### config.mk
export PLATFORM = sky130hd
export DESIGN_NAME = eecr_cell_ram
export DESIGN_NICKNAME = d
export VERILOG_FILES = /design/src/rtl/eeprom_controller_registers_defines.svh /design/src/rtl/eecr_pkg.sv /design/src/rtl/eecr_cell_ram.sv
export SDC_FILE = /design/constraint.sdc
export NUM_CORES = 2
export LEC_CHECK = 0
export ABC_CLOCK_PERIOD_IN_PS = 9610
export BUFFER_PORTS_ARGS = -buffer_cell sky130_fd_sc_hd__buf_2
export CORE_AREA = 5 5 814 816
export CTS_BUF_LIST = sky130_fd_sc_hd__clkbuf_4 sky130_fd_sc_hd__clkbuf_8 sky130_fd_sc_hd__clkbuf_16
export CTS_CLUSTER_DIAMETER = 80
export CTS_CLUSTER_SIZE = 30
export DETAILED_ROUTE_END_ITERATION = 10
export DIE_AREA = 0 0 819 821
export MAX_ROUTING_LAYER = met4
export PLACE_DENSITY = 0.34
export SLEW_MARGIN = 15
export SYNTH_ARGS = -nofsm -noshare
export SYNTH_HDL_FRONTEND = slang
export SYNTH_SLANG_ARGS = --single-unit
### constraint.sdc
create_clock -name clk -period 9.61 [get_ports clk]
set_clock_uncertainty 0.1 [all_clocks]
set_input_delay 0.961 -clock clk [delete_from_list [all_inputs] [get_ports clk]]
set_output_delay 0.961 -clock clk [all_outputs]
set_load 0.02 [all_outputs]
### src/rtl/eeprom_controller_registers_defines.svh
// Assertion macros for the EEPROM controller register block
`ifndef EEPROM_CONTROLLER_REGISTERS_DEFINES_SVH
`define EEPROM_CONTROLLER_REGISTERS_DEFINES_SVH

// same-cycle implication
`define EECR_ASSERT_NOW(label, clk, rst_n, ante, cons) \
    label: assert property (@(posedge clk) disable iff (!rst_n) (ante) |-> (cons)) \
        else $error("eecr assertion failed");

// next-cycle implication
`define EECR_ASSERT_NEXT(label, clk, rst_n, ante, cons) \
    label: assert property (@(posedge clk) disable iff (!rst_n) (ante) |=> (cons)) \
        else $error("eecr assertion failed");

`endif

### src/rtl/eecr_pkg.sv
// Package: types, constants and helpers for the EEPROM controller register block
package eecr_pkg;

    localparam int DEPTH      = 512;
    localparam int ADDR_BITS  = 9;
    localparam int TIME_BITS  = 24;
    localparam int IDX_BITS   = $clog2(DEPTH);
    localparam int CFG_TIME_W = 24;
    localparam bit SMALL_STORE = (DEPTH <= 256);

    localparam logic [TIME_BITS-1:0] TIME_ONE = {{(TIME_BITS-1){1'b0}}, 1'b1};
    localparam logic [31:0] TIME_MAX32 = 32'((64'd1 << TIME_BITS) - 64'd1);

    localparam logic [1:0] CMD_TICK  = 2'd0;
    localparam logic [1:0] CMD_WRITE = 2'd1;
    localparam logic [1:0] CMD_READ  = 2'd2;

    localparam logic [1:0] SEL_ADDR_LO = 2'd0;
    localparam logic [1:0] SEL_ADDR_HI = 2'd1;
    localparam logic [1:0] SEL_DATA    = 2'd2;
    localparam logic [1:0] SEL_CONTROL = 2'd3;

    localparam int CTL_READ   = 0;
    localparam int CTL_WRITE  = 1;
    localparam int CTL_ENABLE = 2;
    localparam int CTL_IRQ    = 3;

    localparam logic [5:0] CTL_BASE_MASK = 6'h07;
    localparam logic [5:0] CTL_IRQ_MASK  = 6'h08;
    localparam logic [5:0] CTL_MODE_MASK = 6'h30;

    localparam logic [1:0] MODE_ERASE_WRITE = 2'd0;
    localparam logic [1:0] MODE_ERASE       = 2'd1;
    localparam logic [1:0] MODE_WRITE_ONLY  = 2'd2;

    localparam logic [2:0] ENABLE_WINDOW = 3'd4;
    localparam logic [2:0] HOLD_READ     = 3'd4;
    localparam logic [2:0] HOLD_WRITE    = 3'd2;

    localparam logic [7:0] ERASED = 8'hff;

    localparam logic [2:0] REG_ERASE_WRITE_TICKS = 3'd0;
    localparam logic [2:0] REG_ERASE_TICKS       = 3'd1;
    localparam logic [2:0] REG_WRITE_TICKS       = 3'd2;
    localparam logic [2:0] REG_MODE_BITS         = 3'd3;
    localparam logic [2:0] REG_IRQ_AVAILABLE     = 3'd4;

    typedef enum logic [1:0] {
        ST_READY,
        ST_ENABLED,
        ST_WRITE
    } op_state_t;

    typedef struct packed {
        logic [CFG_TIME_W-1:0] erase_write_ticks;
        logic [CFG_TIME_W-1:0] erase_ticks;
        logic [CFG_TIME_W-1:0] write_ticks;
        logic                  mode_bits_enabled;
        logic                  irq_available;
    } cfg_t;

    typedef struct packed {
        logic                rd_en;
        logic [IDX_BITS-1:0] rd_addr;
        logic                wr_en;
        logic [IDX_BITS-1:0] wr_addr;
        logic [7:0]          wr_data;
    } mem_req_t;

    typedef struct packed {
        logic [7:0] read_data;
        logic       cpu_hold;
        logic       irq_request;
        logic       bad_high_address;
    } result_t;

    // saturate a configured duration to the timer width
    function automatic logic [TIME_BITS-1:0] clip_time(input logic [CFG_TIME_W-1:0] t);
        logic [31:0] t32;
        t32 = 32'(t);
        if (t32 > TIME_MAX32)
        begin
            t32 = TIME_MAX32;
        end
        return TIME_BITS'(t32);
    endfunction

endpackage

### src/rtl/eecr_cell_ram.sv
// Cell store: single-port-write, registered-read RAM with clearing sweep after reset
module eecr_cell_ram (
    input  logic               clk,
    input  logic               rst_n,
    input  eecr_pkg::mem_req_t req,
    output logic [7:0]         rdata,
    output logic               clearing
);
    import eecr_pkg::*;

    logic [7:0]          cells [DEPTH];
    logic                clear_busy_reg;
    logic [IDX_BITS-1:0] clear_addr_reg;
    logic                we;
    logic [IDX_BITS-1:0] wa;
    logic [7:0]          wd;

    always_ff @(posedge clk or negedge rst_n)
    begin
        if (!rst_n)
        begin
            clear_busy_reg <= 1'b1;
            clear_addr_reg <= '0;
        end
        else if (clear_busy_reg)
        begin
            clear_addr_reg <= clear_addr_reg + 1'b1;
            if (clear_addr_reg == IDX_BITS'(DEPTH - 1))
            begin
                clear_busy_reg <= 1'b0;
            end
        end
    end

    assign clearing = clear_busy_reg;
    assign we = clear_busy_reg | req.wr_en;
    assign wa = clear_busy_reg ? clear_addr_reg : req.wr_addr;
    assign wd = clear_busy_reg ? ERASED : req.wr_data;

    always_ff @(posedge clk)
    begin
        if (we)
        begin
            cells[wa] <= wd;
        end
        if (req.rd_en)
        begin
            rdata <= cells[req.rd_addr];
        end
    end

endmodule

* After elaboration in Yosys (flattened, before gate mapping) *
Memories as Yosys holds them, arrays and structs flattened. A register that Yosys moved wholly into a read port is not among the register bits.
Cells that the tools add are included.

storage, ports and cells
  register bits = 10
  bits in writable memories = 4096
  bits of input ports = 30
  output and inout bits = 9
  memories kept = 1

memories
  name   words  width  read ports  clocked after memory_dff  wr ports  line                 source
  cells  512    8      1           1                         1         eecr_cell_ram.sv:11  logic [7:0] cells [DEPTH];

cells by class
  add/sub/neg operators = 1
  equality and inequality tests = 1
  multiplexer cells = 6
  bitwise logic cells = 1

operator list
  operator                                     count
  adder 9 x 1 -> 9 bit, second input constant  1
  == test 9 bit, second input constant         1
  2-to-1 mux 9 bit                             1
  2-to-1 mux 8 bit                             1
  2-to-1 mux 1 bit                             4
  bitwise OR 1 bit                             1

* Depth between registers and ports, before layout *
  word-level depth = 3
  mapped depth = 14
  gate-level depth less buffers = 7

* Least setup slack after synthesis *
Ideal clock, no wire load.

  path kind = register to register
  start = reg clear_busy_reg, in the netlist clearing
  end = mem cells[0][0], data pin
  data arrival time = 5.180 ns
  required time = 8.600 ns
  path slack = 3.421 ns
  cell stages (with the launch flop) = 6
  path buffers = 4
  clock period less this slack = 6.189 ns
  path through = dfstp_2 -> clkbuf_1 -> buf_1 -> buf_1 -> clkbuf_1 -> or2_2

on the way
  longest elaborated chain between the ends = 1

RTL lines
  element                 line                 source
  from (decl)             eecr_cell_ram.sv:12  logic clear_busy_reg;
  from (signal assigned)  eecr_cell_ram.sv:22  clear_busy_reg <= 1'b1;
  from (signal assigned)  eecr_cell_ram.sv:30  clear_busy_reg <= 1'b0;
  2-to-1 mux 8 bit        eecr_cell_ram.sv:38  assign wd = clear_busy_reg ? ERASED : req.wr_data;
  named net wd[0]         eecr_cell_ram.sv:16  logic [7:0] wd;
  to (decl)               eecr_cell_ram.sv:11

The timed path passes the listed nets, and every way through them passes these cells.

==> reports/results.ini <==
[run_status]
status = finished, final reports clean

[grt]
gr-total-overflow = 0
grt_pass1_wl_um = 728000
antenna_found_initial = 78
grt_pass1_vias = 82700
track_usage_pct = 15.9
grt_max_degree = 164

[power_and_ir_drop]
power.total_mw = 34.2
swShare_pct = 24.7
vdd_drop_max_uv = 171
p_sw_mw = 8.45
p_seq_share_pct = 57.8
p_leak_nw = 54.6
clockPowerShare_pct = 36.6
power_density_nw_per_um2 = 188
p_int_mw = 25.7
combPwrFrac_pct = 5.7

[die]
row_count = 298
start_util_pct = 24.9
die_w_um = 819
io_pins = 39
core_um2 = 655000
dieHeight_um = 821
die_area_um2 = 672000

[synth]
synth_area_um2 = 163000
synth_warnings = 0
ys.flop_type = edfxtp_1
synth-simple-area-share_pct = 3.54
ys_seq_area_share_pct = 75.8
synthCells = 8177
synth_top_family_by_area = multiplexers
synth_xor_area_share_pct = 0.0376
syn_avg_cell_area_um2 = 19.9
synthMuxAreaShare_pct = 14.5
synthesis.nets = 8209
synth-edff-count = 4104
synthAdderAreaFrac_pct = 0.0154
yosys.cell_types.count = 87
synth_compound_area_share_pct = 3.75
synth_seq_cells = 4114
async_flop_share_pct = 0.243

[placed_design]
place.gp.congestion = 0.800
portBuffers = 38
hpwlAfterDp_um = 330000

[drt]
wl_per_cell_um = 31.2
top_layer = met4
drcViolationCount = 0
drtAntennaViolNets = 0
drtIter0Drc = 7552
vias = 80400
first_pass_iters = 5
wl_met3_um = 24000
routed_wl_um = 533000
wl_met2_um = 255000
wl_met1_um = 245000
via_per_inst = 4.71

[cells_and_area]
final_common_cell = edfxtp_1
layout_common_cells = edfxtp_1, mux4_2, nor2_1
nNetsFinal = 8165
drive_gt1_share_pct = 17.9
largest_reg_flops = 4096
synthToLayoutAreaGrowth_pct = 11.4

[setup_path]
path_cells = buf_8 -> buf_4 -> nand2_4 -> buf_12 -> o221ai_1 -> nor3_1 -> a221o_1 -> nor4b_1 -> nor4b_1 -> and4_1
critPathArrivalTime_ps = 5700
cp-start-kind = primary input
crit_fanout = 94
end_kind = flop
cpPeakStageDelay_ps = 970
crit_top_cell = nor4b_1
crit_required_ps = 10380
crit_type = primary input to flop
cp_slowest_cell = nor4b_1

[sta]
finalHoldViolCount = 0
slew_headroom_pct = 16.3
rsz0062_at_grt = false
setup_viol = 0
worst-slew-pin-transition_ps = 1260
finalCriticalPeriod_ps = 4940
max_freq_mhz = 203
tns_ps = 0
period_share_pct = 51.4
slew_violations = 0

[cts]
cts_tree = done
cts_resized = 0
clk_latency_ps = 990
cts_max_level = 4
cts_buffers = 239
cts_root_buffer = clkbuf_16
clk_pin_slew_ps = 100
clock_path_buffers = 4
clock_sinks = 4114

[flow_run]
drv_cap = 0

[min_path]
holdCritPathClass = primary input to async pin

-- logic make-up after synthesis --
kind of cell             count (synthesis)
flip-flops                            4114
buffers and inverters                  541
XOR/XNOR                                 7
multiplexers                          1379
AND/OR/NAND/NOR                       1260
adder cells (fa/ha/maj)                  2
AO/OA/AOI/OAI                          874
-- Yosys cell counts (all sizes together), types with 6 or more instances --
library cell	instances	share of area (%)
o221ai	202	1.1
nor3b	7	0.035
a2bb2oi	8	0.043
and3	8	0.031
o22a	11	0.059
nor3	75	0.23
or2	45	0.17
o21ai	95	0.29
mux2	59	0.41
a221oi	16	0.086
a21oi	173	0.53
and2	10	0.038
mux4	746	11
edfxtp	4104	76
buf	313	1.8
o22ai	177	0.68
a2111oi	43	0.24
nor2	611	1.4
nand3b	7	0.032
or3	17	0.065
o31ai	8	0.037
nand3	48	0.15
o211ai	10	0.046
nand2b	27	0.10
dfrtp	9	0.14
nor4bb	7	0.043
nor4	61	0.25
nor2b	6	0.023
and4	7	0.038
nand2	253	0.58
a211oi	54	0.25
inv	14	0.032
o2111ai	8	0.043
or4bb	6	0.041
nor4b	9	0.048
o21a	6	0.028
a22oi	23	0.11
clkbuf	209	0.56
nand4	36	0.14
a31oi	6	0.023
mux2i	574	3.5
a221o	13	0.080
-- routing by layer --
layer / track usage, % / vias up
met1: 22.0 / 44300
met4: 2.75 / 0
li1: - / 33800
met3: 1.95 / 405
met2: 25.5 / 1922
met5: - / -
-- critical path: cells and delay by family --
family	cells	cell delay [ps]
and+or+nand+nor	5	1980
buffers and inverters	3	1340
AOI/OAI and AO/OA	2	1040
-- path summary, 6_finish.rpt --
path,startpoint,endpoint,slack [ps],depth (start not counted)
max in group asynchronous,rst_n,clearing,8850,2
max reg2reg,clearing,cells[365][6],4930,5
min,rst_n,clear_addr_reg[1],300,2
min in group clk,req[27],rdata[3],470,1
min reg2reg,clear_addr_reg[0],clear_addr_reg[0],500,1
max,req[20],rdata[0],4670,10
-- power groups by stage --
stage | clock, mW | sequential (mW) | combinational, mW
after global placement | 0 | 20.2 | 1.98
after CTS | 13.0 | 19.7 | 2.01
after global routing | 13.6 | 19.7 | 2.05
final | 12.5 | 19.7 | 1.94
after detailed placement | 0 | 20.2 | 2.00
after floorplan | 0 | 20.2 | 1.11
-- metrics by stage --
step                      instance area, um2  hold WS [ps]  setup slack [ps]  instances  util, %
final                                 182000           297              4670      17100     27.7
after global routing                  182000           224              4720      17100     27.7
after CTS                             181000           170              4830      17000     27.7
after detailed placement              173000           475              3680      16600     26.3
after global placement                172000           464              1270      16600     26.3
after floorplan                       163000           411              3420       8177        -
-- what timing repair did --
| action | CTS | global route |
|---|---|---|
| hold endpoints to repair | 10 | 0 |
| hold buffers | 1 | 0 |
| buffers inserted | 0 | 0 |
-- cell type report --
cell class,count,area (um2)
diodes,32,80.1
clock buffers,245,6030
clock inverters,207,2900
fillers,65100,474000
inverters,14,65.1
multi-input cells,3522,35800
flip-flops and latches,4114,123000
well taps,8700,10900
repair buffers,242,2250
Note: power is estimated with default switching activity, not from simulation.
