`src/rtl/eeprom_controller_registers_defines.svh`:
```
// Assertion macros for the EEPROM controller register block
`ifndef EEPROM_CONTROLLER_REGISTERS_DEFINES_SVH
`define EEPROM_CONTROLLER_REGISTERS_DEFINES_SVH

// same-cycle implication
`define EECR_ASSERT_NOW(label, clk, rst_n, ante, cons) \
    label: assert property (@(posedge clk) disable iff (!rst_n) (ante) |-> (cons)) \
        else $error("eecr assertion failed");

// next-cycle implication
`define EECR_ASSERT_NEXT(label, clk, rst_n, ante, cons) \
    label: assert property (@(posedge clk) disable iff (!rst_n) (ante) |=> (cons)) \
        else $error("eecr assertion failed");

`endif

```
`src/rtl/eecr_pkg.sv`:
```
// Package: types, constants and helpers for the EEPROM controller register block
package eecr_pkg;

    localparam int DEPTH      = 512;
    localparam int ADDR_BITS  = 9;
    localparam int TIME_BITS  = 24;
    localparam int IDX_BITS   = $clog2(DEPTH);
    localparam int CFG_TIME_W = 24;
    localparam bit SMALL_STORE = (DEPTH <= 256);

    localparam logic [TIME_BITS-1:0] TIME_ONE = {{(TIME_BITS-1){1'b0}}, 1'b1};
    localparam logic [31:0] TIME_MAX32 = 32'((64'd1 << TIME_BITS) - 64'd1);

    localparam logic [1:0] CMD_TICK  = 2'd0;
    localparam logic [1:0] CMD_WRITE = 2'd1;
    localparam logic [1:0] CMD_READ  = 2'd2;

    localparam logic [1:0] SEL_ADDR_LO = 2'd0;
    localparam logic [1:0] SEL_ADDR_HI = 2'd1;
    localparam logic [1:0] SEL_DATA    = 2'd2;
    localparam logic [1:0] SEL_CONTROL = 2'd3;

    localparam int CTL_READ   = 0;
    localparam int CTL_WRITE  = 1;
    localparam int CTL_ENABLE = 2;
    localparam int CTL_IRQ    = 3;

    localparam logic [5:0] CTL_BASE_MASK = 6'h07;
    localparam logic [5:0] CTL_IRQ_MASK  = 6'h08;
    localparam logic [5:0] CTL_MODE_MASK = 6'h30;

    localparam logic [1:0] MODE_ERASE_WRITE = 2'd0;
    localparam logic [1:0] MODE_ERASE       = 2'd1;
    localparam logic [1:0] MODE_WRITE_ONLY  = 2'd2;

    localparam logic [2:0] ENABLE_WINDOW = 3'd4;
    localparam logic [2:0] HOLD_READ     = 3'd4;
    localparam logic [2:0] HOLD_WRITE    = 3'd2;

    localparam logic [7:0] ERASED = 8'hff;

    localparam logic [2:0] REG_ERASE_WRITE_TICKS = 3'd0;
    localparam logic [2:0] REG_ERASE_TICKS       = 3'd1;
    localparam logic [2:0] REG_WRITE_TICKS       = 3'd2;
    localparam logic [2:0] REG_MODE_BITS         = 3'd3;
    localparam logic [2:0] REG_IRQ_AVAILABLE     = 3'd4;

    typedef enum logic [1:0] {
        ST_READY,
        ST_ENABLED,
        ST_WRITE
    } op_state_t;

    typedef struct packed {
        logic [CFG_TIME_W-1:0] erase_write_ticks;
        logic [CFG_TIME_W-1:0] erase_ticks;
        logic [CFG_TIME_W-1:0] write_ticks;
        logic                  mode_bits_enabled;
        logic                  irq_available;
    } cfg_t;

    typedef struct packed {
        logic                rd_en;
        logic [IDX_BITS-1:0] rd_addr;
        logic                wr_en;
        logic [IDX_BITS-1:0] wr_addr;
        logic [7:0]          wr_data;
    } mem_req_t;

    typedef struct packed {
        logic [7:0] read_data;
        logic       cpu_hold;
        logic       irq_request;
        logic       bad_high_address;
    } result_t;

    // saturate a configured duration to the timer width
    function automatic logic [TIME_BITS-1:0] clip_time(input logic [CFG_TIME_W-1:0] t);
        logic [31:0] t32;
        t32 = 32'(t);
        if (t32 > TIME_MAX32)
        begin
            t32 = TIME_MAX32;
        end
        return TIME_BITS'(t32);
    endfunction

endpackage

```
`src/rtl/eecr_cfg.sv`:
```
// Configuration register file behind the APB-style port
module eecr_cfg (
    input  logic               clk,
    input  logic               rst_n,
    input  logic               psel,
    input  logic               penable,
    input  logic               pwrite,
    input  logic [4:0]         paddr,
    input  logic [31:0]        pwdata,
    output logic [31:0]        prdata,
    output logic               pready,
    output eecr_pkg::cfg_t     cfg
);
    import eecr_pkg::*;

    logic [CFG_TIME_W-1:0] erase_write_ticks_reg;
    logic [CFG_TIME_W-1:0] erase_ticks_reg;
    logic [CFG_TIME_W-1:0] write_ticks_reg;
    logic                  mode_bits_reg;
    logic                  irq_available_reg;
    logic [2:0]            index;
    logic                  wr;

    assign index  = paddr[4:2];
    assign wr     = psel & penable & pwrite;
    assign pready = 1'b1;

    always_ff @(posedge clk or negedge rst_n)
    begin
        if (!rst_n)
        begin
            erase_write_ticks_reg <= CFG_TIME_W'(68000);
            erase_ticks_reg       <= CFG_TIME_W'(14400);
            write_ticks_reg       <= CFG_TIME_W'(14400);
            mode_bits_reg         <= 1'b0;
            irq_available_reg     <= 1'b1;
        end
        else if (wr)
        begin
            case (index)
                REG_ERASE_WRITE_TICKS: erase_write_ticks_reg <= pwdata[CFG_TIME_W-1:0];
                REG_ERASE_TICKS:       erase_ticks_reg       <= pwdata[CFG_TIME_W-1:0];
                REG_WRITE_TICKS:       write_ticks_reg       <= pwdata[CFG_TIME_W-1:0];
                REG_MODE_BITS:         mode_bits_reg         <= pwdata[0];
                REG_IRQ_AVAILABLE:     irq_available_reg     <= pwdata[0];
                default:               ;
            endcase
        end
    end

    always_comb
    begin
        case (index)
            REG_ERASE_WRITE_TICKS: prdata = 32'(erase_write_ticks_reg);
            REG_ERASE_TICKS:       prdata = 32'(erase_ticks_reg);
            REG_WRITE_TICKS:       prdata = 32'(write_ticks_reg);
            REG_MODE_BITS:         prdata = 32'(mode_bits_reg);
            REG_IRQ_AVAILABLE:     prdata = 32'(irq_available_reg);
            default:               prdata = 32'd0;
        endcase
    end

    assign cfg.erase_write_ticks = erase_write_ticks_reg;
    assign cfg.erase_ticks       = erase_ticks_reg;
    assign cfg.write_ticks       = write_ticks_reg;
    assign cfg.mode_bits_enabled = mode_bits_reg;
    assign cfg.irq_available     = irq_available_reg;

endmodule

```
`config.mk`:
```
export PLATFORM = sky130hd
export DESIGN_NAME = eecr_cfg
export DESIGN_NICKNAME = d
export VERILOG_FILES = /design/src/rtl/eeprom_controller_registers_defines.svh /design/src/rtl/eecr_pkg.sv /design/src/rtl/eecr_cfg.sv
export SDC_FILE = /design/constraint.sdc
export NUM_CORES = 1
export LEC_CHECK = 0
export BUFFER_PORTS_ARGS = -buffer_cell sky130_fd_sc_hd__buf_2
export CORE_MARGIN = 1.5
export CORE_UTILIZATION = 48
export DETAILED_ROUTE_END_ITERATION = 10
export PLACE_DENSITY_LB_ADDON = 0.3
export SLEW_MARGIN = 40
export SYNTH_ARGS = -nofsm -noshare
export SYNTH_HDL_FRONTEND = slang
export SYNTH_SLANG_ARGS = --single-unit
```
`constraint.sdc`:
```
create_clock -name clk -period 1.8 [get_ports clk]
set_input_delay 0.36 -clock clk [delete_from_list [all_inputs] [get_ports clk]]
set_output_delay 0.36 -clock clk [all_outputs]
set_load 0.01 [all_outputs]
```
======== Yosys cells after proc, flatten, opt, wreduce, memory -nomap -nowiden ========
Index checks and enable logic that the tools add are counted.
cells by class
  add/sub/neg operators ................... 0
  multipliers ............................. 0
  divide/modulo/power cells ............... 0
  $lt $le $gt $ge ......................... 0
  equal/unequal tests ..................... 4
  shift-type cells ........................ 0
  muxes and demuxes ....................... 1
  bitwise logic cells ..................... 2
  reductions and logical operators ........ 6
operator list
  cell                                            number
  one-hot mux 24 bit (5 select lines)             1
  AND reduction 2 bit                             5
  == test 3 x 2 -> 1 bit (second input constant)  2
  == test 3 x 1 -> 1 bit (second input constant)  1
  == test 3 bit (second input constant)           1
  zero test 3 bit                                 1
  bitwise AND 1 bit                               2
storage, ports and cells
  flip-flop bits (word level) ............. 74
  bits in latches ......................... 0
  bits in writable memories ............... 0
  memory bits (read-only) ................. 0
  memories ................................ 0

======== Logic depth before layout (Yosys ltp) ========
  word-level depth ........................ 3
  depth in mapped cells ................... 5
  mapped depth without buffers ............ 3

======== Worst setup path after synthesis ========
Ideal clock, no wire load.
  path kind ............................... input to output
  from .................................... input paddr[3]
  to ...................................... output prdata[15]
  data arrival time ....................... 1.354 ns
  data required time ...................... 1.440 ns
  setup slack ............................. 0.086 ns
  stages .................................. 5
  path buffers ............................ 2
  cells stage by stage .................... buf_2 -> buf_4 -> mux2i_1 -> or2_2 -> a21oi_1
between the ends
  cells in the longest elaborated chain, start to end .. 2
  elaborated cells on any way between the ends .. 6
  those cells by class .................... eq/ne (4); mux (1); reduce/logical (1)
ends and longest elaborated chain
  what                                   line            RTL
  start: declaration                     eecr_cfg.sv:8   input logic [4:0] paddr,
  == test 3 bit (tied with other cells)  eecr_cfg.sv:53  case (index)
  one-hot mux 24 bit (5 select lines) *  eecr_cfg.sv:53
  end: declaration                       eecr_cfg.sv:10  output logic [31:0] prdata,
Every way passes the cells marked *; elsewhere a longest branch is shown, timed or not.

======== Final worst setup path ========
  from .................................... register erase_write_ticks_reg[7]
  to ...................................... output prdata[7]
between the ends
  cells in the longest elaborated chain, start to end .. 1
ends and longest elaborated chain
  what                                 line            RTL
  start: declaration                   eecr_cfg.sv:16  logic [CFG_TIME_W-1:0] erase_write_ticks_reg;
  start signal: assignment             eecr_cfg.sv:41  REG_ERASE_WRITE_TICKS: erase_write_ticks_reg <= pwdata[CFG_TIME_W-1:0];
  one-hot mux 24 bit (5 select lines)  eecr_cfg.sv:53
Every way passes these cells.

==> results.json <==
{
  "status": "finished, violations left",
  "violations": "negative setup slack",
  "startpoint": "erase_write_ticks_reg[7]$_DFFE_PN1P_",
  "wl_per_cell_um": 15.8,
  "track_usage_pct": 21.5,
  "synth-async-reset-ratio_pct": 100,
  "top_usage_layer": "met2",
  "ys_types": 23,
  "synth.most_common_cell": "mux2_2",
  "gr-usage-met3_pct": 5.85,
  "synth-edff-count": 0,
  "num_vias": 2686,
  "met2_usage_pct": 35.1,
  "cts_htree_levels": 3,
  "grt_pass1_vias": 2514,
  "worst_setup_path_end_kind": "output pin",
  "multi_input_area_um2": 1640,
  "synthToLayoutAreaGrowth_pct": 31.7,
  "yosys.area.top_type_share_pct": 41.7,
  "hold_viol_final": 0,
  "p_int_mw": 3.58,
  "crit_path_top_delay_cell": "dfstp_2",
  "path_cells": "mux2i_1 > or2_4 > a21oi_2 > buf_2",
  "r2r_start": "write_ticks_reg[4]$_DFFE_PN0P_",
  "finalSetupViolations": 1,
  "fin_skew_ps": 0,
  "drtIter0Drc": 108,
  "total_power_mw": 5.05,
  "slowest_delay_ps": 540,
  "cap_violations": 0,
  "drive_above_1_share_pct": 67.9,
  "combPwrFrac_pct": 27.1,
  "hold_buffers": 0,
  "yosysWarnings": 0,
  "seq_area_um2": 1870,
  "io_buffers": 129,
  "grt_pass1_wl_um": 12700,
  "drc": 0,
  "cts_made_buffers": 9,
  "p_clk_share_pct": 28.1,
  "reg2reg_depth": 2,
  "clk_pin_slew_ps": 80,
  "synth_cells": 286,
  "cts_root_buf": "clkbuf_8",
  "hold_path_class": "primary input to async pin",
  "post-route-min-period_ps": 1810,
  "ioPinCount": 149,
  "hpwl_um": 5970,
  "worstSetupPathType": "flip-flop to output pin",
  "worstReg2RegEnd": "write_ticks_reg[4]$_DFFE_PN0P_",
  "netSwitchingFraction_pct": 29.1,
  "synth.largest_area_cell": "dfrtp_1",
  "netlist_area_um2": 3600,
  "dieArea_um2": 8040,
  "cts_buffer_depth": 2,
  "antenna_found_initial": 0,
  "worst-path-max-fanout": 2,
  "core_area_um2": 7250,
  "pwr-share-seq_pct": 44.8,
  "final_area_um2": 4750,
  "critical_path_required_ps": 1440,
  "tns_ps": -10.5,
  "ir_worst_vdd_mv": 0.633,
  "first_pass_iters": 4,
  "r2r_slack_ps": 910,
  "nNetsFinal": 476,
  "grt_overflow_total": 0,
  "antenna_cells": 0,
  "start_util_pct": 49.7,
  "ys.flop_type": "dfrtp_1",
  "cts_sinks": 74,
  "tritoncts": "built",
  "fmax_ghz": 0.552,
  "slew_violations": 0,
  "synth_area_leaders": "dfrtp_1, mux2_2, dfstp_2",
  "place_area_um2": 4400,
  "clock_latency_ps": 340,
  "gp_congestion": 0.704,
  "finalCritPeriodShare_pct": 101,
  "ys_ff_latch": 74,
  "fp.dieW_um": 89.7,
  "p_leak_nw": 2.44,
  "p_per_area_nw_per_um2": 1060,
  "viasPerCell": 4.99,
  "start_kind": "flip-flop",
  "rsz0062_at_grt": "true",
  "die_h_um": 89.7,
  "yosys-top-cells-count": "mux2_2, dfrtp_1, mux2i_1, nand2_1",
  "final_antenna_net_count": 0,
  "met1_usage_pct": 27.8,
  "ys_seq_area_share_pct": 51.9,
  "grt_max_degree": 75,
  "fillers": 619,
  "dp_slack_ps": 40.7,
  "wl_um": 8480,
  "p_switching_mw": 1.47,
  "avgSynthCellArea_um2": 12.6,
  "fin_ws_ps": -10.5,
  "rows": 31,
  "hold_ws_ps": 28.6,
  "cp.arrival_ps": 1450
}
==> worst max path at each step <==
stage          slack, ps  cells after the start                        endpoint
5_1_grt              -90                      4                       prdata[7]
4_1_cts              -50                      4                       prdata[7]
3_3_place_gp          30                      6                      prdata[12]
6_report             -10                      4                       prdata[7]
2_1_floorplan         90                      5                      prdata[15]
3_5_place_dp          40                      5  write_ticks_reg[3]$_DFFE_PN0P_
==> cells by family after synthesis <==
kind of cell,count (synthesis),synth area share (%)
AOI/OAI and AO/OA,23,3.19
buffers and inverters,28,5.10
DFF,74,51.9
muxes,99,30.1
other,2,0.208
and+or+nand+nor,60,9.55
==> worst max-delay path: cells and delay by family (launching register included) <==
family	cells	cell delay (ps)
AND/OR/NAND/NOR	1	230
flip-flops	1	540
multiplexers	1	70
AO/OA/AOI/OAI	1	120
buffers and inverters	1	150
==> what timing repair did <==
item	CTS	global route
buffers inserted	7	3
endpoints found under the setup margin	8	12
pin swaps	6	6
resized for setup	16	2
==> cells in the final DEF (no fill, tap or decap) <==
cell type,n
buf_2,129
mux2_2,74
dfrtp_1,60
buf_4,26
mux2i_1,24
nand2_1,24
or2_2,15
dfstp_2,14
a21oi_1,13
a21oi_2,10
clkbuf_8,10
conb_1,9
or2_4,8
nand3_1,5
buf_12,3
bufinv_16,2
clkinv_2,2
and2b_2,1
nor2_1,1
nor2b_1,1
or3_1,1
and3_1,1
nand3b_2,1
nor3b_4,1
nor4b_4,1
mux2_1,1
clkinvlp_4,1
clkbuf_1,1
==> routing by layer <==
layer  wire [µm]  share of wire (%)
met3         476                5.6
met2        4250                 50
met4          48               0.57
met5           0                  0
met1        3710                 44
==> power groups by stage <==
stage | combinational, mW | sequential, mW | clock [mW]
after global routing | 1.50 | 2.31 | 1.54
after CTS | 1.36 | 2.26 | 1.45
after detailed placement | 1.27 | 2.30 | 0
final | 1.37 | 2.26 | 1.42
after global placement | 1.25 | 2.28 | 0
after floorplan | 0.569 | 2.43 | 0
==> through the flow <==
step	utilization, %	cells
2_1_floorplan	-	293
3_3_place_gp	60.6	512
3_5_place_dp	60.6	512
4_1_cts	65.1	535
5_1_grt	65.5	538
6_report	65.5	538
==> final cells by class <==
| cell class | instances | share of cell area [%] |
|---|---|---|
| sequential | 74 | 39.4 |
| clock inverter | 5 | 1.63 |
| clock buffer | 11 | 2.98 |
| timing repair buffer | 158 | 19.0 |
| multi-input combinational | 191 | 34.4 |
| tap | 99 | 2.61 |
(Power assumes the default switching activity.)
