[src/rtl/eeprom_controller_registers_defines.svh]
// Assertion macros for the EEPROM controller register block
`ifndef EEPROM_CONTROLLER_REGISTERS_DEFINES_SVH
`define EEPROM_CONTROLLER_REGISTERS_DEFINES_SVH

// same-cycle implication
`define EECR_ASSERT_NOW(label, clk, rst_n, ante, cons) \
    label: assert property (@(posedge clk) disable iff (!rst_n) (ante) |-> (cons)) \
        else $error("eecr assertion failed");

// next-cycle implication
`define EECR_ASSERT_NEXT(label, clk, rst_n, ante, cons) \
    label: assert property (@(posedge clk) disable iff (!rst_n) (ante) |=> (cons)) \
        else $error("eecr assertion failed");

`endif

[src/rtl/eecr_pkg.sv]
// Package: types, constants and helpers for the EEPROM controller register block
package eecr_pkg;

    localparam int DEPTH      = 512;
    localparam int ADDR_BITS  = 9;
    localparam int TIME_BITS  = 24;
    localparam int IDX_BITS   = $clog2(DEPTH);
    localparam int CFG_TIME_W = 24;
    localparam bit SMALL_STORE = (DEPTH <= 256);

    localparam logic [TIME_BITS-1:0] TIME_ONE = {{(TIME_BITS-1){1'b0}}, 1'b1};
    localparam logic [31:0] TIME_MAX32 = 32'((64'd1 << TIME_BITS) - 64'd1);

    localparam logic [1:0] CMD_TICK  = 2'd0;
    localparam logic [1:0] CMD_WRITE = 2'd1;
    localparam logic [1:0] CMD_READ  = 2'd2;

    localparam logic [1:0] SEL_ADDR_LO = 2'd0;
    localparam logic [1:0] SEL_ADDR_HI = 2'd1;
    localparam logic [1:0] SEL_DATA    = 2'd2;
    localparam logic [1:0] SEL_CONTROL = 2'd3;

    localparam int CTL_READ   = 0;
    localparam int CTL_WRITE  = 1;
    localparam int CTL_ENABLE = 2;
    localparam int CTL_IRQ    = 3;

    localparam logic [5:0] CTL_BASE_MASK = 6'h07;
    localparam logic [5:0] CTL_IRQ_MASK  = 6'h08;
    localparam logic [5:0] CTL_MODE_MASK = 6'h30;

    localparam logic [1:0] MODE_ERASE_WRITE = 2'd0;
    localparam logic [1:0] MODE_ERASE       = 2'd1;
    localparam logic [1:0] MODE_WRITE_ONLY  = 2'd2;

    localparam logic [2:0] ENABLE_WINDOW = 3'd4;
    localparam logic [2:0] HOLD_READ     = 3'd4;
    localparam logic [2:0] HOLD_WRITE    = 3'd2;

    localparam logic [7:0] ERASED = 8'hff;

    localparam logic [2:0] REG_ERASE_WRITE_TICKS = 3'd0;
    localparam logic [2:0] REG_ERASE_TICKS       = 3'd1;
    localparam logic [2:0] REG_WRITE_TICKS       = 3'd2;
    localparam logic [2:0] REG_MODE_BITS         = 3'd3;
    localparam logic [2:0] REG_IRQ_AVAILABLE     = 3'd4;

    typedef enum logic [1:0] {
        ST_READY,
        ST_ENABLED,
        ST_WRITE
    } op_state_t;

    typedef struct packed {
        logic [CFG_TIME_W-1:0] erase_write_ticks;
        logic [CFG_TIME_W-1:0] erase_ticks;
        logic [CFG_TIME_W-1:0] write_ticks;
        logic                  mode_bits_enabled;
        logic                  irq_available;
    } cfg_t;

    typedef struct packed {
        logic                rd_en;
        logic [IDX_BITS-1:0] rd_addr;
        logic                wr_en;
        logic [IDX_BITS-1:0] wr_addr;
        logic [7:0]          wr_data;
    } mem_req_t;

    typedef struct packed {
        logic [7:0] read_data;
        logic       cpu_hold;
        logic       irq_request;
        logic       bad_high_address;
    } result_t;

    // saturate a configured duration to the timer width
    function automatic logic [TIME_BITS-1:0] clip_time(input logic [CFG_TIME_W-1:0] t);
        logic [31:0] t32;
        t32 = 32'(t);
        if (t32 > TIME_MAX32)
        begin
            t32 = TIME_MAX32;
        end
        return TIME_BITS'(t32);
    endfunction

endpackage

[src/rtl/eecr_core.sv]
// Register file, operation sequencer and cell read-modify-write control
module eecr_core (
    input  logic                        clk,
    input  logic                        rst_n,
    input  logic                        take,
    input  logic [1:0]                  command,
    input  logic [1:0]                  reg_select,
    input  logic [7:0]                  write_data,
    input  eecr_pkg::cfg_t              cfg,
    input  logic [7:0]                  mem_rdata,
    output eecr_pkg::mem_req_t          mem_req,
    output eecr_pkg::result_t           res
);
    import eecr_pkg::*;

    op_state_t              state_reg, state_next;
    logic [ADDR_BITS-1:0]   address_reg, address_next;
    logic [7:0]             data_reg, data_next;
    logic [5:0]             control_reg, control_next;
    logic [2:0]             enable_cnt_reg, enable_cnt_next;
    logic [2:0]             hold_cnt_reg, hold_cnt_next;
    logic [1:0]             op_mode_reg, op_mode_next;
    logic [ADDR_BITS-1:0]   op_addr_reg, op_addr_next;
    logic [TIME_BITS-1:0]   busy_reg, busy_next;

    // second stage: cell data back from the RAM
    logic                   s2_load_reg, s2_load_next;
    logic                   s2_done_reg, s2_done_next;
    logic [1:0]             s2_mode_reg, s2_mode_next;
    logic [IDX_BITS-1:0]    s2_addr_reg, s2_addr_next;
    logic [7:0]             s2_data_reg, s2_data_next;
    logic                   s2_fwd_reg, s2_fwd_next;
    logic [7:0]             s2_fwd_data_reg, s2_fwd_data_next;

    logic [7:0]             rd_val;
    logic [7:0]             data_eff;
    logic [7:0]             wb_data;
    logic                   load_start;
    logic                   done_start;
    logic [IDX_BITS-1:0]    rd_addr;
    logic [5:0]             ctl_mask;
    logic [5:0]             ctl_w;
    logic [15:0]            addr16;
    logic [CFG_TIME_W-1:0]  dur;

    assign rd_val   = s2_fwd_reg ? s2_fwd_data_reg : mem_rdata;
    assign data_eff = s2_load_reg ? rd_val : data_reg;
    assign addr16   = 16'(address_reg);

    always_comb
    begin
        case (s2_mode_reg)
            MODE_ERASE:      wb_data = ERASED;
            MODE_WRITE_ONLY: wb_data = s2_data_reg & rd_val;
            default:         wb_data = s2_data_reg;
        endcase
    end

    always_comb
    begin
        state_next      = state_reg;
        address_next    = address_reg;
        data_next       = data_eff;
        control_next    = control_reg;
        enable_cnt_next = enable_cnt_reg;
        hold_cnt_next   = hold_cnt_reg;
        op_mode_next    = op_mode_reg;
        op_addr_next    = op_addr_reg;
        busy_next       = busy_reg;
        load_start      = 1'b0;
        done_start      = 1'b0;
        res             = '0;
        ctl_mask        = CTL_BASE_MASK
                        | (cfg.irq_available ? CTL_IRQ_MASK : 6'h00)
                        | (cfg.mode_bits_enabled ? CTL_MODE_MASK : 6'h00);
        ctl_w           = write_data[5:0] & ctl_mask;
        case (ctl_w[5:4])
            MODE_ERASE:      dur = cfg.erase_ticks;
            MODE_WRITE_ONLY: dur = cfg.write_ticks;
            default:         dur = cfg.erase_write_ticks;
        endcase

        if (take)
        begin
            case (command)
                CMD_TICK:
                begin
                    if (enable_cnt_reg != 3'd0)
                    begin
                        enable_cnt_next = enable_cnt_reg - 3'd1;
                        if (enable_cnt_reg == 3'd1)
                        begin
                            control_next[CTL_ENABLE] = 1'b0;
                            if (state_reg == ST_ENABLED)
                            begin
                                state_next = ST_READY;
                            end
                        end
                    end
                    if (state_reg == ST_WRITE)
                    begin
                        if (busy_reg != '0)
                        begin
                            busy_next = busy_reg - TIME_ONE;
                        end
                        if (busy_reg == '0 || busy_reg == TIME_ONE)
                        begin
                            state_next              = ST_READY;
                            control_next[CTL_WRITE] = 1'b0;
                            done_start              = 1'b1;
                            res.irq_request = cfg.irq_available & control_reg[CTL_IRQ];
                        end
                    end
                    if (hold_cnt_reg != 3'd0)
                    begin
                        hold_cnt_next = hold_cnt_reg - 3'd1;
                        res.cpu_hold  = 1'b1;
                    end
                end
                CMD_WRITE:
                begin
                    case (reg_select)
                        SEL_ADDR_LO: address_next = ADDR_BITS'({addr16[15:8], write_data});
                        SEL_ADDR_HI:
                        begin
                            address_next = ADDR_BITS'({write_data, addr16[7:0]});
                            res.bad_high_address = SMALL_STORE && (write_data != 8'd0);
                        end
                        SEL_DATA: data_next = write_data;
                        default:
                        begin
                            case (state_reg)
                                ST_ENABLED:
                                begin
                                    ctl_w[CTL_ENABLE] = 1'b1;
                                    if (ctl_w[CTL_READ])
                                    begin
                                        hold_cnt_next   = HOLD_READ;
                                        load_start      = 1'b1;
                                        ctl_w[CTL_READ] = 1'b0;
                                    end
                                    else if (ctl_w[CTL_WRITE])
                                    begin
                                        hold_cnt_next     = HOLD_WRITE;
                                        op_mode_next      = ctl_w[5:4];
                                        op_addr_next      = address_reg;
                                        state_next        = ST_WRITE;
                                        enable_cnt_next   = 3'd0;
                                        ctl_w[CTL_ENABLE] = 1'b0;
                                        busy_next         = clip_time(dur);
                                    end
                                end
                                ST_WRITE:
                                begin
                                    if (ctl_w[CTL_ENABLE])
                                    begin
                                        enable_cnt_next = ENABLE_WINDOW;
                                    end
                                    ctl_w[CTL_READ]  = 1'b0;
                                    ctl_w[CTL_WRITE] = 1'b1;
                                end
                                default:
                                begin
                                    state_next = ST_READY;
                                    if (ctl_w[CTL_ENABLE])
                                    begin
                                        state_next      = ST_ENABLED;
                                        enable_cnt_next = ENABLE_WINDOW;
                                    end
                                    if (ctl_w[CTL_READ])
                                    begin
                                        hold_cnt_next   = HOLD_READ;
                                        load_start      = 1'b1;
                                        ctl_w[CTL_READ] = 1'b0;
                                    end
                                    ctl_w[CTL_WRITE] = 1'b0;
                                end
                            endcase
                            control_next = ctl_w;
                        end
                    endcase
                end
                CMD_READ:
                begin
                    case (reg_select)
                        SEL_ADDR_LO: res.read_data = addr16[7:0];
                        SEL_ADDR_HI: res.read_data = addr16[15:8];
                        SEL_DATA:    res.read_data = data_eff;
                        default:     res.read_data = 8'(control_reg);
                    endcase
                end
                default: ;
            endcase
        end

        rd_addr          = load_start ? address_reg[IDX_BITS-1:0] : op_addr_reg[IDX_BITS-1:0];
        s2_load_next     = load_start;
        s2_done_next     = done_start;
        s2_mode_next     = op_mode_reg;
        s2_addr_next     = op_addr_reg[IDX_BITS-1:0];
        s2_data_next     = data_eff;
        // write-back lands at the same edge as this read: bypass
        s2_fwd_next      = s2_done_reg && (load_start || done_start) && (s2_addr_reg == rd_addr);
        s2_fwd_data_next = wb_data;

        mem_req.rd_en   = load_start | done_start;
        mem_req.rd_addr = rd_addr;
        mem_req.wr_en   = s2_done_reg;
        mem_req.wr_addr = s2_addr_reg;
        mem_req.wr_data = wb_data;
    end

    always_ff @(posedge clk or negedge rst_n)
    begin
        if (!rst_n)
        begin
            state_reg      <= ST_READY;
            address_reg    <= '0;
            data_reg       <= '0;
            control_reg    <= '0;
            enable_cnt_reg <= '0;
            hold_cnt_reg   <= '0;
            op_mode_reg    <= MODE_ERASE_WRITE;
            op_addr_reg    <= '0;
            busy_reg       <= '0;
            s2_load_reg    <= 1'b0;
            s2_done_reg    <= 1'b0;
            s2_fwd_reg     <= 1'b0;
        end
        else
        begin
            state_reg      <= state_next;
            address_reg    <= address_next;
            data_reg       <= data_next;
            control_reg    <= control_next;
            enable_cnt_reg <= enable_cnt_next;
            hold_cnt_reg   <= hold_cnt_next;
            op_mode_reg    <= op_mode_next;
            op_addr_reg    <= op_addr_next;
            busy_reg       <= busy_next;
            s2_load_reg    <= s2_load_next;
            s2_done_reg    <= s2_done_next;
            s2_fwd_reg     <= s2_fwd_next;
        end
    end

    always_ff @(posedge clk)
    begin
        s2_mode_reg     <= s2_mode_next;
        s2_addr_reg     <= s2_addr_next;
        s2_data_reg     <= s2_data_next;
        s2_fwd_data_reg <= s2_fwd_data_next;
    end

endmodule

[config.mk]
export PLATFORM = sky130hd
export DESIGN_NAME = eecr_core
export DESIGN_NICKNAME = d
export VERILOG_FILES = /design/src/rtl/eeprom_controller_registers_defines.svh /design/src/rtl/eecr_pkg.sv /design/src/rtl/eecr_core.sv
export SDC_FILE = /design/constraint.sdc
export NUM_CORES = 1
export LEC_CHECK = 0
export ABC_AREA = 1
export ABC_CLOCK_PERIOD_IN_PS = 2480
export BUFFER_PORTS_ARGS = -buffer_cell sky130_fd_sc_hd__buf_2
export CAP_MARGIN = 40
export CORE_ASPECT_RATIO = 0.9
export CORE_UTILIZATION = 59
export DETAILED_ROUTE_END_ITERATION = 10
export HOLD_SLACK_MARGIN = 0.06
export PLACE_DENSITY_LB_ADDON = 0.3
export SYNTH_ARGS = -nofsm -noshare
export SYNTH_HDL_FRONTEND = slang
export SYNTH_SLANG_ARGS = --single-unit
[constraint.sdc]
create_clock -name clk -period 2.48 [get_ports clk]
set_input_delay 0.124 -clock clk [delete_from_list [all_inputs] [get_ports clk]]
set_output_delay 0.124 -clock clk [all_outputs]
set_load 0.01 [all_outputs]
== Yosys cells after proc, flatten, opt, wreduce, memory -nomap -nowiden ==
Cells that the tools add are included.
Word-level totals
  bits in registers: 95
  bits of input ports: 97
  word-level logic and storage cells: 151
Operators by class
  reduce and logical (&&, ||, !) cells: 22
  $add $sub $neg: 3
  eq/ne operators: 29
  bitwise logic cells: 9
  muxes and demuxes: 69
Operators with widths (number)
  24-bit 2-to-1 mux: 6
  24-bit case mux with 2 select lines: 2
  8-bit 2-to-1 mux: 6
  3-bit 2-to-1 mux: 12
  24-bit by 1-bit equality test with 1-bit output (second input constant): 1
  24-bit zero test: 1
  8-bit case mux with 3 select lines: 1
  24-bit nonzero test: 1
  24-bit by 1-bit subtractor with 24-bit output (second input constant): 1
  2-bit inequality test (second input constant): 11
  1-bit 2-to-1 mux: 20
  2-bit 2-to-1 mux: 9
  3-bit case mux with 2 select lines: 3
  9-bit case mux with 2 select lines: 1
  8-bit case mux with 2 select lines: 1
  3-bit inequality test (second input constant): 5
  7-bit AND reduction: 2
  2-bit case mux with 2 select lines: 3
  6-bit AND reduction: 2
  11-bit 2-to-1 mux: 1
  2-bit by 1-bit equality test with 1-bit output (second input constant): 5
  2-bit equality test (second input constant): 5
  5-bit AND reduction: 2
  9-bit equality test: 1
  21 further kinds: 30

== Logic depth before layout (Yosys ltp) ==
  word-level depth: 11
  depth in mapped cells: 13
  mapped depth without buffers: 12

== Worst setup path before layout ==
OpenSTA, ideal clock, no wires.
  path type: flip-flop to flip-flop
  from: register state_reg[0]
  to: register s2_fwd_reg
  arrival: 1.687 ns
  path buffers: 0
  required time: 2.409 ns
  setup slack: 0.722 ns
  period minus slack after synthesis: 1.758 ns
  stages on the path, launching flop included: 9
  library setup time: 0.071 ns
  cells stage by stage: dfrtp_1 inv_1 ha_1 nor2_2 nand3_4 o21ai_0 xnor2_1 nand3_1 nor2_1
RTL lines
  from (decl): line eecr_core.sv:16  | op_state_t state_reg, state_next;
  from (signal assigned): line eecr_core.sv:232  | state_reg <= state_next;
  to (signal assigned): line eecr_core.sv:243  | s2_fwd_reg <= s2_fwd_next;
  to (decl): line eecr_core.sv:32  | logic s2_fwd_reg, s2_fwd_next;

==> out/metrics.csv <==
metric,value,unit
fmax,0.446,GHz
worstSetupPathType,register to output pin,
via_per_inst,5.63,
route.vias.total,5973,
fp.dieArea,0.0101,mm2
drive_gt1_share,22.0,%
ant_nets,0,
drt_pass1_iterations,7,
first_global_vias,5510,
rsz0062_at_grt,false,
synth_area,0.00572,mm2
overflow,0,
std_cell_rows,33,
wl,15.7,mm
yosys_warnings,0,
final_cell_mix,"nand2_1 (236), buf_2 (134), o21ai_0 (83)",
p_per_area,807,mW/mm2
rrSetupSlack,0.48,ns
use_met1,44.9,%
synthCells,800,
crit_arrival,2.12,ns
slew_violations,0,
numCtsBuffers,9,
ys_types,47,
hold_viol_final,0,
antenna_found_initial,0,
gp_congestion,0.923,
fin_nets,1045,
ioPinCount,136,
hold_path_class,primary input to register,
power.leakage,0.00339,uW
skew,0.0137,ns
slew-limit-headroom,45.8,%
hold_start,write_data[0],
hpwl,11.8,mm
cts_tree,yes,
cts_setup_buffers,0,
wl_per_cell,14.8,um
design.core.area,0.00925,mm2
grtUsageMet2,52.8,%
synth_nets,912,
startpoint_type,register,
tightest_slew,0.813,ns
h-tree-depth,3,
use_met3,5.06,%
final_common_cell,nand2_1,
setup_viol,0,
reg2regPathDepth,8,
yosysSeqAreaShare,39.2,%
worstReg2RegStart,state_reg[0],
crit_required,2.36,ns
route.detailed.drc,0,
path_clk_slew,0.09,ns
dp_cells,1036,
whs_path_depth,3,
initial_utilization,61.9,%
io_buffer_count,134,
cts_root_buf,clkbuf_8,
syn_to_final_growth,17.7,%
die_w,106,um
finalCritPeriodShare,90.3,%
crit_fanout,18,
drtIter0Drc,524,
clk-insertion-delay-late,0.37,ns
vdd_ir_drop_max,469,uV
largest_reg_flops,24,
die_y,95.4,um
cts_sinks,95,
holdPathEnd,address_reg[8],
fin_crit,2.24,ns
r2r-end,s2_fwd_reg,
final_cells,1060,
placed_area,0.00647,mm2
fin_tns_setup,0,ns
status,"complete, no violations",
cp-end-kind,output pin,
n_antenna_cell,0,
postLayoutCellArea,0.00673,mm2
cts.path.max_buffers,2,
syn_area_per_cell,7.15,um2
grt.busiest_layer,met2,
maxCapViolCount,0,
grt_usage,32.2,%
synth-seq-cells,95,
grt_pass1_wl,25.7,mm
grt_max_degree,43,
per-stage QoR:
| step | hold WS [ns] | total power [uW] | setup slack (ns) | utilization [%] |
|---|---|---|---|---|
| after floorplan | -0.172 | 3760 | 0.722 | - |
| after global placement | 0.246 | 4280 | 0.548 | 69.9 |
| after detailed placement | 0.260 | 4400 | 0.515 | 69.9 |
| after CTS | 0.0644 | 5400 | 0.249 | 72.7 |
| after global routing | 0.113 | 5850 | 0.0792 | 72.8 |
| final | 0.105 | 5430 | 0.240 | 72.8 |
how the worst max path moves through the flow:
stage / startpoint / endpoint / slack [ns] / cells after the start
6_report: state_reg[0] / mem_req[23] / 0.24 / 6
5_1_grt: state_reg[0] / mem_req[23] / 0.08 / 6
4_1_cts: state_reg[0] / mem_req[23] / 0.25 / 6
3_5_place_dp: state_reg[0] / s2_fwd_reg / 0.52 / 8
3_3_place_gp: state_reg[0] / s2_fwd_reg / 0.55 / 8
2_1_floorplan: state_reg[0] / s2_fwd_reg / 0.72 / 8
cell type report:
| cell class | count | area [um2] |
|---|---|---|
| Sequential cell | 95 | 2240 |
| Fill cell | 726 | 2510 |
| Clock buffer | 10 | 138 |
| Timing Repair Buffer | 154 | 853 |
| Inverter | 80 | 303 |
| Tap cell | 122 | 153 |
| Clock inverter | 6 | 48.8 |
| Multi-Input combinational cell | 593 | 3000 |
kinds of logic (layout without fill, tap and decap cells):
family	Yosys count	count (layout)	share of synthesized area, %
XOR/XNOR	4	4	0.613
buffers and inverters	112	250	8.42
adder cells (fa/ha/maj)	15	15	3.28
AND/OR/NAND/NOR	386	386	28.6
flip-flops	95	95	39.2
AO/OA/AOI/OAI	178	178	18.2
other	1	1	0.0656
multiplexers	9	9	1.60
synth_stat cells (all sizes together):
cell type    n  area share [%]
a211oi       1            0.13
a21boi       1            0.13
a21oi       40             3.5
a221oi       7             1.1
a22o         2            0.31
a22oi        1            0.13
a31o         9             1.4
a31oi        9            0.98
and2         1            0.11
buf         20             2.3
clkbuf      12            0.79
conb         1           0.066
dfrtp       68              30
dfxtp       27             9.4
ha          15             3.3
inv         80             5.3
mux2         1            0.20
mux2i        8             1.4
nand2      239              16
nand3       55             5.0
nand3b       3            0.39
nand4        5            0.55
nor2        77             5.8
nor3         3            0.35
nor4         1            0.37
o2111ai      1            0.15
o211ai       3            0.39
o21a         1            0.13
o21ai       97             9.2
o22ai        4            0.44
o31ai        1            0.13
o41ai        1            0.15
or2          2            0.22
xnor2        3            0.46
xor2         1            0.15
worst max-delay path: stages (launching register included):
cell	delay (ns)
dfrtp_1	0.41
inv_1	0.08
ha_1	0.27
nor2_2	0.23
nand3_4	0.23
o21ai_0	0.33
buf_2	0.20
repair_timing:
action | CTS | global route
endpoints found under the hold margin | 38 | 1
resized for setup | 0 | 0
hold buffers | 7 | 1
metal layers:
metal / share of wire (%) / routed length (um)
met1: 45 / 7010
met2: 47 / 7330
met3: 7.1 / 1110
met4: 1.5 / 229
met5: 0 / 0
power breakdown:
part / internal [uW] / switching, uW / leakage [uW]
Sequential: 1980 / 347 / 0.00108
Clock: 408 / 585 / 0.0000975
Combinational: 779 / 1340 / 0.00221
Total: 3160 / 2270 / 0.00339
Power figures use the tool's default switching activity.
